[src/sv/acs_pkg.sv]
// ============================================================================
// acs_pkg: shared types and constants for the column run segmenter
// Holds the classified column item passed from the front to the back and
// the field widths fixed by the interface.
// ============================================================================
`default_nettype none

package acs_pkg;

    // Fixed field widths
    localparam int ROW_FIELDS = 8;
    localparam int CHAR_W     = 8;
    localparam int ROWS_W     = 4;
    localparam int START_W    = 16;
    localparam int LEN_W      = 17;

    // Queue between classifier and run tracker
    localparam int QDEPTH   = 4;
    localparam int QPTR_W   = $clog2(QDEPTH);
    localparam int QCOUNT_W = $clog2(QDEPTH + 1);

    // Defaults for the top-level parameters
    localparam int MAX_COLS_DEF = 65536;
    localparam int MAX_ROWS_DEF = 8;

    // Classified column
    typedef struct packed {
        logic conserved;
        logic final_col;
    } t_col_item;

    // Queue head as seen by the back
    typedef struct packed {
        logic      valid;
        t_col_item item;
    } t_q_head;

endpackage

`default_nettype wire

[src/sv/acs_front.sv]
// ============================================================================
// acs_front: column classifier
// Holds the row-count register and marks each incoming column conserved
// when all rows in use carry the same character.
// ============================================================================
`default_nettype none

module acs_front #(
    parameter int MAX_ROWS = acs_pkg::MAX_ROWS_DEF
) (
    input  wire logic                                        i_clk,
    input  wire logic                                        i_rst_n,
    input  wire logic                                        i_cfg_we,
    input  wire logic [acs_pkg::ROWS_W-1:0]                  i_cfg_wdata,
    input  wire logic [acs_pkg::ROW_FIELDS-1:0][acs_pkg::CHAR_W-1:0] i_chars,
    input  wire logic                                        i_final_column,
    output acs_pkg::t_col_item                               o_item
);
    import acs_pkg::*;

    localparam int ROW_CAP = (MAX_ROWS < ROW_FIELDS) ? MAX_ROWS : ROW_FIELDS;

    logic [ROWS_W-1:0] r_rows;
    logic [ROWS_W-1:0] n_rows;
    logic              w_cons;

    // Clamp the written row count into the usable range
    always_comb begin
        n_rows = r_rows;
        if (i_cfg_we) begin
            if (i_cfg_wdata > ROWS_W'(ROW_CAP)) begin
                n_rows = ROWS_W'(ROW_CAP);
            end else if (i_cfg_wdata < ROWS_W'(2)) begin
                n_rows = ROWS_W'(2);
            end else begin
                n_rows = i_cfg_wdata;
            end
        end
    end

    // Hold the row count
    always_ff @(posedge i_clk) begin
        if (!i_rst_n) begin
            r_rows <= ROWS_W'(ROW_CAP);
        end else begin
            r_rows <= n_rows;
        end
    end

    // Compare every row in use against row 0
    always_comb begin
        w_cons = 1'b1;
        for (int r = 1; r < ROW_FIELDS; r++) begin
            if ((ROWS_W'(r) < r_rows) && (i_chars[r] != i_chars[0])) begin
                w_cons = 1'b0;
            end
        end
    end

    assign o_item.conserved = w_cons;
    assign o_item.final_col = i_final_column;

endmodule

`default_nettype wire

[src/sv/acs_queue.sv]
// ============================================================================
// acs_queue: classified column queue
// Small register FIFO that decouples the classifier from the run tracker.
// ============================================================================
`default_nettype none

module acs_queue (
    input  wire logic               i_clk,
    input  wire logic               i_rst_n,
    input  wire logic               i_push,
    input  wire acs_pkg::t_col_item i_item,
    input  wire logic               i_pop,
    output logic                    o_full,
    output acs_pkg::t_q_head        o_head
);
    import acs_pkg::*;

    t_col_item             r_mem [QDEPTH];
    logic [QPTR_W-1:0]     r_wr_ptr;
    logic [QPTR_W-1:0]     r_rd_ptr;
    logic [QCOUNT_W-1:0]   r_count;
    logic                  w_push;
    logic                  w_pop;

    assign o_full      = (r_count == QCOUNT_W'(QDEPTH));
    assign w_push      = i_push && !o_full;
    assign w_pop       = i_pop && (r_count != '0);
    assign o_head.valid = (r_count != '0);
    assign o_head.item  = r_mem[r_rd_ptr];

    // Write the entry
    always_ff @(posedge i_clk) begin
        if (w_push) begin
            r_mem[r_wr_ptr] <= i_item;
        end
    end

    // Advance pointers and occupancy
    always_ff @(posedge i_clk) begin
        if (!i_rst_n) begin
            r_wr_ptr <= '0;
            r_rd_ptr <= '0;
            r_count  <= '0;
        end else begin
            if (w_push) begin
                r_wr_ptr <= r_wr_ptr + QPTR_W'(1);
            end
            if (w_pop) begin
                r_rd_ptr <= r_rd_ptr + QPTR_W'(1);
            end
            if (w_push && !w_pop) begin
                r_count <= r_count + QCOUNT_W'(1);
            end else if (w_pop && !w_push) begin
                r_count <= r_count - QCOUNT_W'(1);
            end
        end
    end

endmodule

`default_nettype wire

[src/sv/acs_back.sv]
// ============================================================================
// acs_back: run tracker
// Pops classified columns, extends or closes the open run and drives the
// registered result channel. A column that closes a run and is also final
// yields its second result in the following output slot.
// ============================================================================
`default_nettype none

module acs_back #(
    parameter int MAX_COLS = acs_pkg::MAX_COLS_DEF
) (
    input  wire logic                          i_clk,
    input  wire logic                          i_rst_n,
    input  wire acs_pkg::t_q_head              i_head,
    output logic                               o_pop,
    output logic                               o_valid,
    input  wire logic                          i_stall,
    output logic                               o_conserved,
    output logic [acs_pkg::START_W-1:0]        o_run_start,
    output logic [acs_pkg::LEN_W-1:0]          o_run_length,
    output logic                               o_last_run
);
    import acs_pkg::*;

    localparam int IDX_LIM_I = (MAX_COLS - 1 > 65535) ? 65535 : MAX_COLS - 1;
    localparam int LEN_LIM_I = (MAX_COLS > 131071) ? 131071 : MAX_COLS;
    localparam logic [START_W-1:0] IDX_LIM = START_W'(IDX_LIM_I);
    localparam logic [LEN_W-1:0]   LEN_LIM = LEN_W'(LEN_LIM_I);

    // Run state
    logic               r_prev,  n_prev;
    logic               r_seen,  n_seen;
    logic [START_W-1:0] r_col,   n_col;
    logic [START_W-1:0] r_start, n_start;
    logic [LEN_W-1:0]   r_len,   n_len;
    logic               r_pend,  n_pend;

    // Output register
    logic               r_ovalid, n_ovalid;
    logic               r_ocons,  n_ocons;
    logic [START_W-1:0] r_ostart, n_ostart;
    logic [LEN_W-1:0]   r_olen,   n_olen;
    logic               r_olast,  n_olast;

    logic               w_free;
    logic               w_closed;

    assign w_free = !r_ovalid || !i_stall;
    assign o_pop  = w_free && !r_pend && i_head.valid;

    // Update the run and pick the result for the next output slot
    always_comb begin
        n_prev   = r_prev;
        n_seen   = r_seen;
        n_col    = r_col;
        n_start  = r_start;
        n_len    = r_len;
        n_pend   = r_pend;
        n_ovalid = r_ovalid && i_stall;
        n_ocons  = r_ocons;
        n_ostart = r_ostart;
        n_olen   = r_olen;
        n_olast  = r_olast;
        w_closed = 1'b0;

        if (w_free) begin
            if (r_pend) begin
                // Flush the run opened by the final column
                n_ovalid = 1'b1;
                n_ocons  = r_prev;
                n_ostart = r_start;
                n_olen   = r_len;
                n_olast  = 1'b1;
                n_pend   = 1'b0;
                n_prev   = 1'b0;
                n_seen   = 1'b0;
                n_col    = '0;
                n_start  = '0;
                n_len    = '0;
            end else if (i_head.valid) begin
                if (!r_seen) begin
                    n_seen  = 1'b1;
                    n_prev  = i_head.item.conserved;
                    n_start = r_col;
                    n_len   = LEN_W'(1);
                end else if (i_head.item.conserved == r_prev) begin
                    if (r_len < LEN_LIM) begin
                        n_len = r_len + LEN_W'(1);
                    end
                end else begin
                    // Close the run on a change of kind
                    w_closed = 1'b1;
                    n_ovalid = 1'b1;
                    n_ocons  = r_prev;
                    n_ostart = r_start;
                    n_olen   = r_len;
                    n_olast  = 1'b0;
                    n_prev   = i_head.item.conserved;
                    n_start  = r_col;
                    n_len    = LEN_W'(1);
                end

                if (r_col < IDX_LIM) begin
                    n_col = r_col + START_W'(1);
                end

                if (i_head.item.final_col) begin
                    if (w_closed) begin
                        n_pend = 1'b1;
                    end else begin
                        n_ovalid = 1'b1;
                        n_ocons  = n_prev;
                        n_ostart = n_start;
                        n_olen   = n_len;
                        n_olast  = 1'b1;
                        n_prev   = 1'b0;
                        n_seen   = 1'b0;
                        n_col    = '0;
                        n_start  = '0;
                        n_len    = '0;
                    end
                end
            end
        end
    end

    // Hold run state and the output register
    always_ff @(posedge i_clk) begin
        if (!i_rst_n) begin
            r_prev   <= 1'b0;
            r_seen   <= 1'b0;
            r_col    <= '0;
            r_start  <= '0;
            r_len    <= '0;
            r_pend   <= 1'b0;
            r_ovalid <= 1'b0;
        end else begin
            r_prev   <= n_prev;
            r_seen   <= n_seen;
            r_col    <= n_col;
            r_start  <= n_start;
            r_len    <= n_len;
            r_pend   <= n_pend;
            r_ovalid <= n_ovalid;
        end
        r_ocons  <= n_ocons;
        r_ostart <= n_ostart;
        r_olen   <= n_olen;
        r_olast  <= n_olast;
    end

    assign o_valid      = r_ovalid;
    assign o_conserved  = r_ocons;
    assign o_run_start  = r_ostart;
    assign o_run_length = r_olen;
    assign o_last_run   = r_olast;

endmodule

`default_nettype wire

[src/sv/alignment_column_run_segmenter.sv]
// ============================================================================
// alignment_column_run_segmenter: top level
// Splits a stream of alignment columns into runs of conserved or differing
// columns and reports each run as flag, start column and length.
// ============================================================================
//
//  Channel   Valid         Stall         Payload
//  -------   -----------   -----------   -----------------------------------
//  column    i_in_valid    o_in_stall    i_row_char_0..7, i_final_column
//  run       o_out_valid   i_out_stall   o_conserved, o_run_start,
//                                        o_run_length, o_last_run
//  config    i_cfg_we      -             i_cfg_wdata (rows in use)
//
//  One column is taken per cycle while the queue is not full; the run
//  tracker consumes one queued column per free output slot, so
//  throughput is one column per cycle unless i_out_stall holds the
//  output. A final column that also closes a run holds the tracker while
//  it sends its second result. Reset is synchronous, active low, and
//  clears queue and run state; the row count returns to MAX_ROWS, capped
//  at eight. o_in_stall rises only when the four-entry queue is full.
//
`default_nettype none

module alignment_column_run_segmenter #(
    parameter int MAX_COLS = acs_pkg::MAX_COLS_DEF,
    parameter int MAX_ROWS = acs_pkg::MAX_ROWS_DEF
) (
    input  wire logic                          i_clk,
    input  wire logic                          i_rst_n,
    input  wire logic                          i_cfg_we,
    input  wire logic [acs_pkg::ROWS_W-1:0]    i_cfg_wdata,
    input  wire logic                          i_in_valid,
    output logic                               o_in_stall,
    input  wire logic [acs_pkg::CHAR_W-1:0]    i_row_char_0,
    input  wire logic [acs_pkg::CHAR_W-1:0]    i_row_char_1,
    input  wire logic [acs_pkg::CHAR_W-1:0]    i_row_char_2,
    input  wire logic [acs_pkg::CHAR_W-1:0]    i_row_char_3,
    input  wire logic [acs_pkg::CHAR_W-1:0]    i_row_char_4,
    input  wire logic [acs_pkg::CHAR_W-1:0]    i_row_char_5,
    input  wire logic [acs_pkg::CHAR_W-1:0]    i_row_char_6,
    input  wire logic [acs_pkg::CHAR_W-1:0]    i_row_char_7,
    input  wire logic                          i_final_column,
    output logic                               o_out_valid,
    input  wire logic                          i_out_stall,
    output logic                               o_conserved,
    output logic [acs_pkg::START_W-1:0]        o_run_start,
    output logic [acs_pkg::LEN_W-1:0]          o_run_length,
    output logic                               o_last_run
);
    import acs_pkg::*;

    localparam int LEN_LIM_I = (MAX_COLS > 131071) ? 131071 : MAX_COLS;

    logic [ROW_FIELDS-1:0][CHAR_W-1:0] w_chars;
    t_col_item                         w_item;
    t_q_head                           w_head;
    logic                              w_full;
    logic                              w_pop;

    // Gather the row characters
    assign w_chars[0] = i_row_char_0;
    assign w_chars[1] = i_row_char_1;
    assign w_chars[2] = i_row_char_2;
    assign w_chars[3] = i_row_char_3;
    assign w_chars[4] = i_row_char_4;
    assign w_chars[5] = i_row_char_5;
    assign w_chars[6] = i_row_char_6;
    assign w_chars[7] = i_row_char_7;

    assign o_in_stall = w_full;

    acs_front #(
        .MAX_ROWS (MAX_ROWS)
    ) u_front (
        .i_clk          (i_clk),
        .i_rst_n        (i_rst_n),
        .i_cfg_we       (i_cfg_we),
        .i_cfg_wdata    (i_cfg_wdata),
        .i_chars        (w_chars),
        .i_final_column (i_final_column),
        .o_item         (w_item)
    );

    acs_queue u_queue (
        .i_clk   (i_clk),
        .i_rst_n (i_rst_n),
        .i_push  (i_in_valid),
        .i_item  (w_item),
        .i_pop   (w_pop),
        .o_full  (w_full),
        .o_head  (w_head)
    );

    acs_back #(
        .MAX_COLS (MAX_COLS)
    ) u_back (
        .i_clk        (i_clk),
        .i_rst_n      (i_rst_n),
        .i_head       (w_head),
        .o_pop        (w_pop),
        .o_valid      (o_out_valid),
        .i_stall      (i_out_stall),
        .o_conserved  (o_conserved),
        .o_run_start  (o_run_start),
        .o_run_length (o_run_length),
        .o_last_run   (o_last_run)
    );

    // Every reported run holds at least one column
    a_len_nonzero: assert property (@(posedge i_clk) disable iff (!i_rst_n)
        o_out_valid |-> (o_run_length != '0))
        else $error("run reported with zero length");

    // Run length never passes its saturation limit
    a_len_limit: assert property (@(posedge i_clk) disable iff (!i_rst_n)
        o_out_valid |-> (o_run_length <= LEN_W'(LEN_LIM_I)))
        else $error("run length above limit");

    // The tracker pops only when the queue has an entry
    a_pop_nonempty: assert property (@(posedge i_clk) disable iff (!i_rst_n)
        w_pop |-> w_head.valid)
        else $error("pop from empty queue");

    // A result taken leaves the output free unless a new one was loaded
    a_out_advance: assert property (@(posedge i_clk) disable iff (!i_rst_n)
        (o_out_valid && !i_out_stall && !w_head.valid && !w_pop) |=>
        (!o_out_valid || $past(o_last_run) == 1'b0))
        else $error("output advanced without a source");

endmodule

`default_nettype wire
[config.mk]
export PLATFORM = sky130hd
export DESIGN_NAME = alignment_column_run_segmenter
export DESIGN_NICKNAME = d
export VERILOG_FILES = /design/src/sv/acs_pkg.sv /design/src/sv/acs_front.sv /design/src/sv/acs_queue.sv /design/src/sv/acs_back.sv /design/src/sv/alignment_column_run_segmenter.sv
export SDC_FILE = /design/constraint.sdc
export NUM_CORES = 1
export LEC_CHECK = 0
export BUFFER_PORTS_ARGS = -buffer_cell sky130_fd_sc_hd__buf_4
export CORE_ASPECT_RATIO = 0.9
export CORE_MARGIN = 2
export CORE_UTILIZATION = 37
export DETAILED_ROUTE_END_ITERATION = 8
export GPL_TIMING_DRIVEN = 0
export PLACE_DENSITY = 0.54
export SYNTH_ARGS = -nofsm -noshare
export SYNTH_HDL_FRONTEND = slang
export SYNTH_SLANG_ARGS = --single-unit
[constraint.sdc]
create_clock -name i_clk -period 3.7 [get_ports i_clk]
set_clock_uncertainty 0.15 [all_clocks]
set_input_delay 0.555 -clock i_clk [delete_from_list [all_inputs] [get_ports i_clk]]
set_output_delay 0.555 -clock i_clk [all_outputs]
set_load 0.01 [all_outputs]
==> results summary <==
The TritonCTS clock tree is done. The total of max-cap violations came out at 0. The static leakage power came out at 2.63 nW. The weighted congestion at the end of routability-driven global placement came out at 0.791. In the final layout, the share of cells above drive strength 1 is 0.190. The worst voltage drop across the vdd grid came out at 0.000372 V.

The buffer levels on the longest clock path is 2. In the synthesized netlist the dominant register cell turns out to be sky130_fd_sc_hd__dfxtp_1. The sequential share of the synthesized area came out at 0.441. The launching element type of the critical path is a register.

The arrival time of data at the critical path endpoint is 3.44 ns. The wire length of the first global-routing pass is 26400 um. The die span in y came out at 124 um. The internal cell power is 3.03 mW.

The count of yosys warnings during synthesis is 0. The post-synthesis sequential element count is 109. The main combinational cell family by area after synthesis is compound AO/OA/AOI/OAI gates. The portion of total power attributed to combinational logic came out at 0.443. In the final design database the tool counted 830 nets.

The total number of vias came out at 5245. The max-slew violation total from the final report came out at 0. The number of antenna violations at the first check in global routing came out at 0. The standard cell core area is 15500 sq um. In this run the cell area of the synthesized design comes to 5930 sq um. After technology mapping, the gate count stands at 632. The average vias per placed instance came out at 5.50.

Setup repair after global routing left no endpoint under its margin. In this run the clock root is driven by a sky130_fd_sc_hd__clkbuf_16. The clock net in this run drives a total of 109 sinks. The final setup violation count came out at 0. For this design the total switching power over the nets is 1.98 mW. The largest individual stage delay along the critical path comes from the cell sky130_fd_sc_hd__mux4_1. The pin count of the biggest net entering global routing came out at 24. The synthesis-to-finish area growth came out at 22.1%. The number of antenna diodes in the final layout is 0. The number of cells in the finished layout apart from fillers is 953. The x dimension of the die came out at 137 um. The DRC violation count after routing came out at 0. After floorplanning, the core was divided into 43 placement rows. Counting distinct cell types in the post-synthesis netlist gives 64. The hold-fix buffer count after cts is 0.

When the netlist entered floorplanning its net count stood at 716. The number of global-route vias before repair was 5180. The number of gates resized after CTS came out at 0. The post-synthesis mux area share came out at 0.0167. Of the total power, registers draw 0.376. The hold violation total from the final report is 0. The worst pin sits at a relative slew slack of 0.223.

The power consumption is 5.02 mW. The most common cell after layout, fill and taps aside is sky130_fd_sc_hd__buf_4. 111 I/O pins were placed. The final cycle utilization of the critical path came out at 0.914. The average size of a mapped cell came out at 9.38 sq um.

The violation count after the first detailed-routing iteration came out at 427. The proportion of power drawn by the clock network is 0.181. The routed design could run at a clock period as short as 3.38 ns.

The global-route usage over all layers came out at 0.199. The area share of fa/ha/maj cells after synthesis is 0.0224. The flow ran to the end, and the final reports show no timing, DRC or antenna violations. The required time at the endpoint of the critical path is 3.76 ns. The power per cell area came out at 693 nW/um^2. The complex-gate fraction of the synthesized area came to 0.205. The critical path in this run is classified as register to register.

The peak per-stage delay on the critical path is 0.62 ns. The starting density of the core is 0.381. The area taken by multi-input logic gates came out at 3060 sq um. The total detailed-routing wirelength came out at 16300 um. Clock tree synthesis inserted a total of 9 buffers. The H-tree level count is 3.

The top achievable clock speed came out at 296 MHz. The number of cells after detailed placement came out at 937. The latest clock arrival within the worst-skew pair is 0.36 ns.

The critical path goes through mux4_1 > ha_1 > nand2b_1 > nand2b_1 > a21oi_1 > clkbuf_1 > nor2_1 > a21oi_1. Of all nets on the critical path, the largest fanout is 10. The number of I/O port buffers came out at 102. The number of enable flip-flop cells after synthesis came out at 43. For the pin with the worst max-slew slack, the measured transition is 1.16 ns. The proportion of synthesized flip-flops having asynchronous set or reset is 0. The final routed wire length divided by cell count came out at 17.1 um. The simple-gate portion of the synthesized area came out at 0.175.

The capturing element type of the critical path is a register. The number of antenna-violating nets in the routed design came out at 0. The clock-pin slew on the worst setup and hold paths is 0.07 ns. In the layout the commonest cells are sky130_fd_sc_hd__buf_4, sky130_fd_sc_hd__dfxtp_1, sky130_fd_sc_hd__nor2_1. Before antenna repair, the detailed router went through 6 iterations. Of the total power, the share spent switching nets is 0.396. The tightest min-delay check is of the input port to register type. The flip-flop and latch area came out at 2610 sq um.

The half-perimeter wire length after placement came out at 12000 um. The xor-xnor portion of the synthesized cell area came out at 0.0961. The post-CTS setup buffer count came out at 0.

The global route total overflow is 0. The die covers 17000 sq um. The layout filler cell count came out at 1501.
-- worst max-delay path, delay by kind of cell (launching register included) --
family	cells	cell delay (ns)
buffers and inverters	1	0.48
adder cells (fa/ha/maj)	1	0.35
flip-flops	1	0.38
AO/OA/AOI/OAI	2	0.75
multiplexers	1	0.62
AND/OR/NAND/NOR	3	0.50
-- flip-flops by register name, summed over array words and instances, names as in the netlist, 3 cells and up, named ones only --
register and cells:
u_queue.r_count 3, u_queue.r_mem 8, u_front.r_rows 4, u_back.o_run_start 16
u_back.r_len 17, u_back.r_col 16, u_back.r_start 16, u_back.o_run_length 17
-- area by class of cell --
cell class              instances  share of cell area
well taps                     202              0.0349
clock inverters                 4             0.00346
flip-flops and latches        109               0.361
repair buffers                103               0.110
multi-input cells             465               0.423
inverters                      13             0.00675
plain buffers                  45              0.0289
clock buffers                  12              0.0327
-- cells in the mapped netlist (6+ instances only) --
cell type,n,share of area
sky130_fd_sc_hd__and2_1,9,0.0095
sky130_fd_sc_hd__a21oi_1,48,0.041
sky130_fd_sc_hd__edfxtp_1,43,0.22
sky130_fd_sc_hd__nand2b_1,8,0.0084
sky130_fd_sc_hd__xor2_1,23,0.034
sky130_fd_sc_hd__nor4_1,6,0.0063
sky130_fd_sc_hd__clkbuf_1,32,0.020
sky130_fd_sc_hd__nor3_1,14,0.012
sky130_fd_sc_hd__inv_1,12,0.0076
sky130_fd_sc_hd__ha_1,9,0.019
sky130_fd_sc_hd__nand3_1,14,0.012
sky130_fd_sc_hd__a311oi_1,8,0.012
sky130_fd_sc_hd__nand2_1,46,0.029
sky130_fd_sc_hd__a22o_1,17,0.025
sky130_fd_sc_hd__nor2_1,53,0.034
sky130_fd_sc_hd__a22oi_1,19,0.024
sky130_fd_sc_hd__xnor2_1,42,0.062
sky130_fd_sc_hd__buf_2,6,0.0051
sky130_fd_sc_hd__o21ai_0,29,0.024
sky130_fd_sc_hd__dfxtp_1,66,0.22
sky130_fd_sc_hd__o22ai_1,20,0.021
sky130_fd_sc_hd__and3_1,7,0.0074
sky130_fd_sc_hd__nand4_1,16,0.017
-- power groups by stage --
stage | Sequential (mW) | Combinational (mW) | Clock (mW)
3_5_place_dp | 1.92 | 2.23 | 0
4_1_cts | 1.89 | 2.24 | 0.935
5_1_grt | 1.93 | 2.47 | 0.980
3_3_place_gp | 1.93 | 2.14 | 0
6_report | 1.89 | 2.22 | 0.909
2_1_floorplan | 1.97 | 1.26 | 0
-- per-layer routing --
layer / GRT usage / routed length, um / up-vias
li1: - / - / 2577
met1: 0.269 / 7710 / 2500
met2: 0.319 / 7450 / 154
met3: 0.0525 / 938 / 14
met4: 0.0496 / 180 / 0
met5: 0 / 0 / -
-- final timing paths --
check / startpoint / endpoint / slack [ns] / cells past startpoint
worst max register to register: register / u_back.o_run_start[8]$_DFFE_PP_ / 0.32 / 8
worst min register to register: u_back.r_start[2]$_SDFFE_PN0P_ / u_back.r_start[2]$_SDFFE_PN0P_ / 0.33 / 1
worst max-delay path: register / u_back.o_run_start[8]$_DFFE_PP_ / 0.32 / 8
worst min-delay path: i_final_column / u_queue.r_mem[1][0]$_DFFE_PP_ / 0.25 / 1
-- stage by stage --
step	cell area [sq um]	util	TNS, ns	setup slack [ns]	hold WS (ns)
2_1_floorplan	5930	-	0	0.958	0.293
3_3_place_gp	6940	0.447	-1.04	-0.0908	0.306
3_5_place_dp	6970	0.448	0	0.252	0.308
4_1_cts	7230	0.465	0	0.265	0.232
5_1_grt	7230	0.465	0	0.0192	0.230
6_report	7230	0.465	0	0.317	0.247
-- kinds of logic (layout without fill, tap and decap cells) --
logic type / count (synthesis) / in the layout
flip-flops: 109 / 109
adder cells (fa/ha/maj): 10 / 10
buffers and inverters: 58 / 177
AND/OR/NAND/NOR: 202 / 202
XOR/XNOR: 65 / 65
AO/OA/AOI/OAI: 181 / 181
multiplexers: 7 / 7
Note: power is estimated with default switching activity, not from simulation.
